$ cat src/hdl/sum_pkg.sv
// Shared types and constants of the supply undervoltage monitor.
// Used by the channel interfaces and by every module of the block; depends on nothing.
package sum_pkg;

   typedef logic [15:0]        level_type;
   typedef logic signed [16:0] dev_type;
   typedef logic [31:0]        var_type;
   typedef logic [7:0]         count_type;

   localparam int CsrIndexWidth = 2;
   localparam int CsrDataWidth  = 16;

   typedef enum logic [CsrIndexWidth-1:0] {
      CSR_LOW_THRESHOLD  = 2'd0,
      CSR_HIGH_THRESHOLD = 2'd1,
      CSR_HOLD_RELOAD    = 2'd2,
      CSR_SLOW_PERIOD    = 2'd3
   } csr_index_type;

   typedef enum logic {
      CMD_TICK = 1'b0,
      CMD_ACK  = 1'b1
   } cmd_type;

   localparam level_type LowThresholdReset  = 16'd29000;
   localparam level_type HighThresholdReset = 16'd33000;
   localparam count_type HoldReloadReset    = 8'd7;
   localparam count_type SlowPeriodReset    = 8'd200;
   localparam count_type HoldCountReset     = 8'd5;

   typedef struct packed {
      level_type low_threshold;
      level_type high_threshold;
      count_type hold_reload;
      count_type slow_period;
   } cfg_type;

   typedef struct packed {
      logic      is_tick;
      level_type mean_level;
      dev_type   deviation;
      level_type magnitude;
      logic      supply_lost;
      logic      ack_waiting;
   } mid_type;

endpackage

$ cat src/hdl/sum_csr_regs.sv
// Configuration registers of the monitor: thresholds, hold-off reload and slow period.
// Depends on sum_pkg.
module sum_csr_regs import sum_pkg::*; (
   input  logic                     clock,
   input  logic                     reset,
   input  logic                     csr_wr_en,
   input  logic [CsrIndexWidth-1:0] csr_index,
   input  logic [CsrDataWidth-1:0]  csr_wdata,
   output cfg_type                  cfg
);

   cfg_type cfg_ff, cfg_in;

   always_comb begin
      cfg_in = cfg_ff;
      if (csr_wr_en) begin
         unique case (csr_index_type'(csr_index))
            CSR_LOW_THRESHOLD:  cfg_in.low_threshold  = csr_wdata;
            CSR_HIGH_THRESHOLD: cfg_in.high_threshold = csr_wdata;
            CSR_HOLD_RELOAD:    cfg_in.hold_reload    = csr_wdata[7:0];
            CSR_SLOW_PERIOD:    cfg_in.slow_period    = csr_wdata[7:0];
            default:            cfg_in = cfg_ff;
         endcase
      end
   end

   always_ff @(posedge clock) begin
      if (reset) begin
         cfg_ff.low_threshold  <= LowThresholdReset;
         cfg_ff.high_threshold <= HighThresholdReset;
         cfg_ff.hold_reload    <= HoldReloadReset;
         cfg_ff.slow_period    <= SlowPeriodReset;
      end else begin
         cfg_ff <= cfg_in;
      end
   end

   assign cfg = cfg_ff;

endmodule

$ cat config.mk
export PLATFORM = sky130hd
export DESIGN_NAME = sum_csr_regs
export DESIGN_NICKNAME = d
export VERILOG_FILES = /design/src/hdl/sum_pkg.sv /design/src/hdl/sum_csr_regs.sv
export SDC_FILE = /design/constraint.sdc
export NUM_CORES = 1
export LEC_CHECK = 0
export BUFFER_PORTS_ARGS = -buffer_cell sky130_fd_sc_hd__clkbuf_2
export CAP_MARGIN = 20
export CORE_ASPECT_RATIO = 1.25
export CORE_MARGIN = 3
export CORE_UTILIZATION = 46
export DETAILED_ROUTE_END_ITERATION = 10
export MAX_ROUTING_LAYER = met4
export PLACE_DENSITY = 0.86
export SYNTH_ARGS = -nofsm -noshare
export SYNTH_HDL_FRONTEND = slang
export SYNTH_SLANG_ARGS = --single-unit
$ cat constraint.sdc
create_clock -name clock -period 1 [get_ports clock]
set_input_delay 0.15 -clock clock [delete_from_list [all_inputs] [get_ports clock]]
set_output_delay 0.15 -clock clock [all_outputs]
set_load 0.1 [all_outputs]
==> impl_metrics.json <==
{
  "grt-ovfl-total": 0,
  "synth_nets": 212,
  "max_cap_violations": 0,
  "drcViolationCount": 0,
  "clock-root-buffer": "clkbuf_8",
  "start_util": 0.4981,
  "fin_nets": 293,
  "relSlewSlack": 0.7788,
  "timing.fmax_mhz": 998.1,
  "path_cells": "buf_12",
  "num_vias": 1600,
  "register_area_sq_mm": 0.001028,
  "synth-seq-cells": 48,
  "tightest_slew_ns": 0.3314,
  "final_common_cell": "buf_12",
  "cp.arrival_ns": 0.85,
  "grt_pass1_vias": 1689,
  "fp.dieH_microns": 79.04,
  "period_needed_ns": 1.002,
  "ioPinCount": 69,
  "drt-pass1-iter-count": 4,
  "critPathLaunchType": "register",
  "cp_top_family": "flip-flops",
  "wl_per_cell_microns": 16.11,
  "core_region_area_sq_mm": 0.003941,
  "final_cell_mix": "buf_12 (54), mux2i_1 (48), nand2b_1 (47)",
  "fin_ws_ns": -0.001861,
  "die_x_microns": 64.43,
  "routed_wl_microns": 5267,
  "worstPathMaxFanout": 2,
  "rsz0062_at_grt": "yes",
  "synth_cells": 191,
  "htree_levels": 2,
  "failed_checks": "setup timing",
  "status": "finished with violations",
  "drive_gt1_frac": 0.5201,
  "clk_pin_slew_worst_paths_ns": 0.08,
  "grt_max_degree": 37,
  "rows": 25,
  "finalCritPeriodShare": 1.002,
  "power_per_cell_area_mw_per_mm2": 1286,
  "syn_avg_cell_area_sq_um": 10.28,
  "worstSetupPathType": "register to output port",
  "whs_ns": 0.09493,
  "crit_required_ns": 0.85,
  "insertedDiodeCount": 0,
  "n_fill_cell": 197,
  "cts-buffers-inserted": 5,
  "drv_slew": 0,
  "cts_tree": "done",
  "finalHoldViolations": 0,
  "tns_ns": -0.001861,
  "via_per_inst": 4.893,
  "synth.cell_area_sq_mm": 0.001963,
  "largest_register_ffs": 48,
  "ant_nets": 0,
  "hold_class": "primary input to register",
  "dieArea_sq_mm": 0.005093,
  "power_leakage_nw": 1.479,
  "multi_input_area_sq_um": 947.2,
  "antenna_found_initial": 0,
  "clk_latency_ns": 0.29,
  "port_buffers": 68,
  "yosysSeqAreaShare": 0.4895,
  "slowest_stage": "dfxtp_2",
  "fin_worst_skew_ns": 0,
  "finalSetupViolCount": 1,
  "cts.sinks": 48,
  "place.gp.congestion": 0.7552,
  "dpl.hpwl_microns": 3920,
  "path_buf_inv": 1,
  "worstSetupEndpointType": "output port",
  "area_growth_pct": 73.42,
  "track_usage": 0.2216,
  "ys_types": 12,
  "crit_path_max_incr_delay_ns": 0.37,
  "synth_warnings": 0,
  "vdd_ir_drop_max_mv": 1.176,
  "clock_path_buffers": 2,
  "drtIter0Drc": 73,
  "grt_pass1_wl_microns": 8335,
  "fin_util": 0.8638
}
metrics by stage:
step                power, W  setup slack [ns]  area, sq um  instances
finish              0.004378         -0.001861         3405        327
global route        0.004532          -0.03685         3405        327
CTS                 0.004390         -0.003453         3329        318
detailed placement  0.003245          -0.09935         3239        310
global placement    0.003217          -0.04055         3239        310
floorplan           0.002773           0.07034         2023        191
cells in the mapped netlist:
cell / n / area [sq um]
dfxtp_1: 48 / 960.9
mux2i_1: 48 / 480.5
nand2b_1: 47 / 294.0
nor2_1: 29 / 108.9
clkbuf_1: 6 / 22.52
buf_2: 5 / 25.02
and3b_1: 2 / 17.52
nand3b_1: 2 / 15.01
buf_4: 1 / 7.510
nand3_2: 1 / 10.01
nor3b_2: 1 / 12.51
or3b_1: 1 / 8.760
area by class of cell:
| class | count | share of cell area |
|---|---|---|
| Clock buffer | 8 | 0.02646 |
| Multi-Input combinational cell | 131 | 0.2782 |
| Sequential cell | 48 | 0.3021 |
| Tap cell | 54 | 0.01985 |
| Timing Repair Buffer | 86 | 0.3734 |
per-layer routing:
metal  global-route usage  wire length (microns)
met3              0.03819                    207
met2               0.4060                   2988
met5                    -                      0
met1               0.2378                   1984
met4              0.08034                     87
worst reg2reg max path, stage by stage, from the launching register on:
cell and delay (ns):
dfxtp_2 0.37, buf_4 0.12, nand2b_1 0.05, mux2i_1 0.16
power by group:
group	internal (W)	leakage, nW	switching [W]
clock network	0.000565	0.0455	0.000603
registers	0.00199	0.398	0.0000752
logic	0.000448	1.04	0.000700
cell families (layout without fill, tap and decap cells):
kind of cell / count (synthesis) / after routing / synth area share
buffers and inverters: 12 / 94 / 0.02804
flip-flops: 48 / 48 / 0.4895
multiplexers: 48 / 48 / 0.2447
AND/OR/NAND/NOR: 83 / 83 / 0.2377
worst paths after layout:
path / start / to / slack, ns / depth (start not counted)
setup reg to reg: cfg[43] / cfg[43] / 0.22 / 3
hold / removal: csr_wdata[15] / cfg[47] / 0.09 / 3
setup / recovery: cfg[34] / cfg[34] / -0.002 / 1
hold reg to reg: cfg[25] / cfg[25] / 0.49 / 2
timing repair:
action | in CTS | in global routing
resized for setup | 0 | 3
endpoints found under the setup margin | 2 | 45
buffers inserted | 0 | 9
hold endpoints to repair | 0 | 0
hold buffers | 0 | 0
Power figures use the tool's default switching activity.
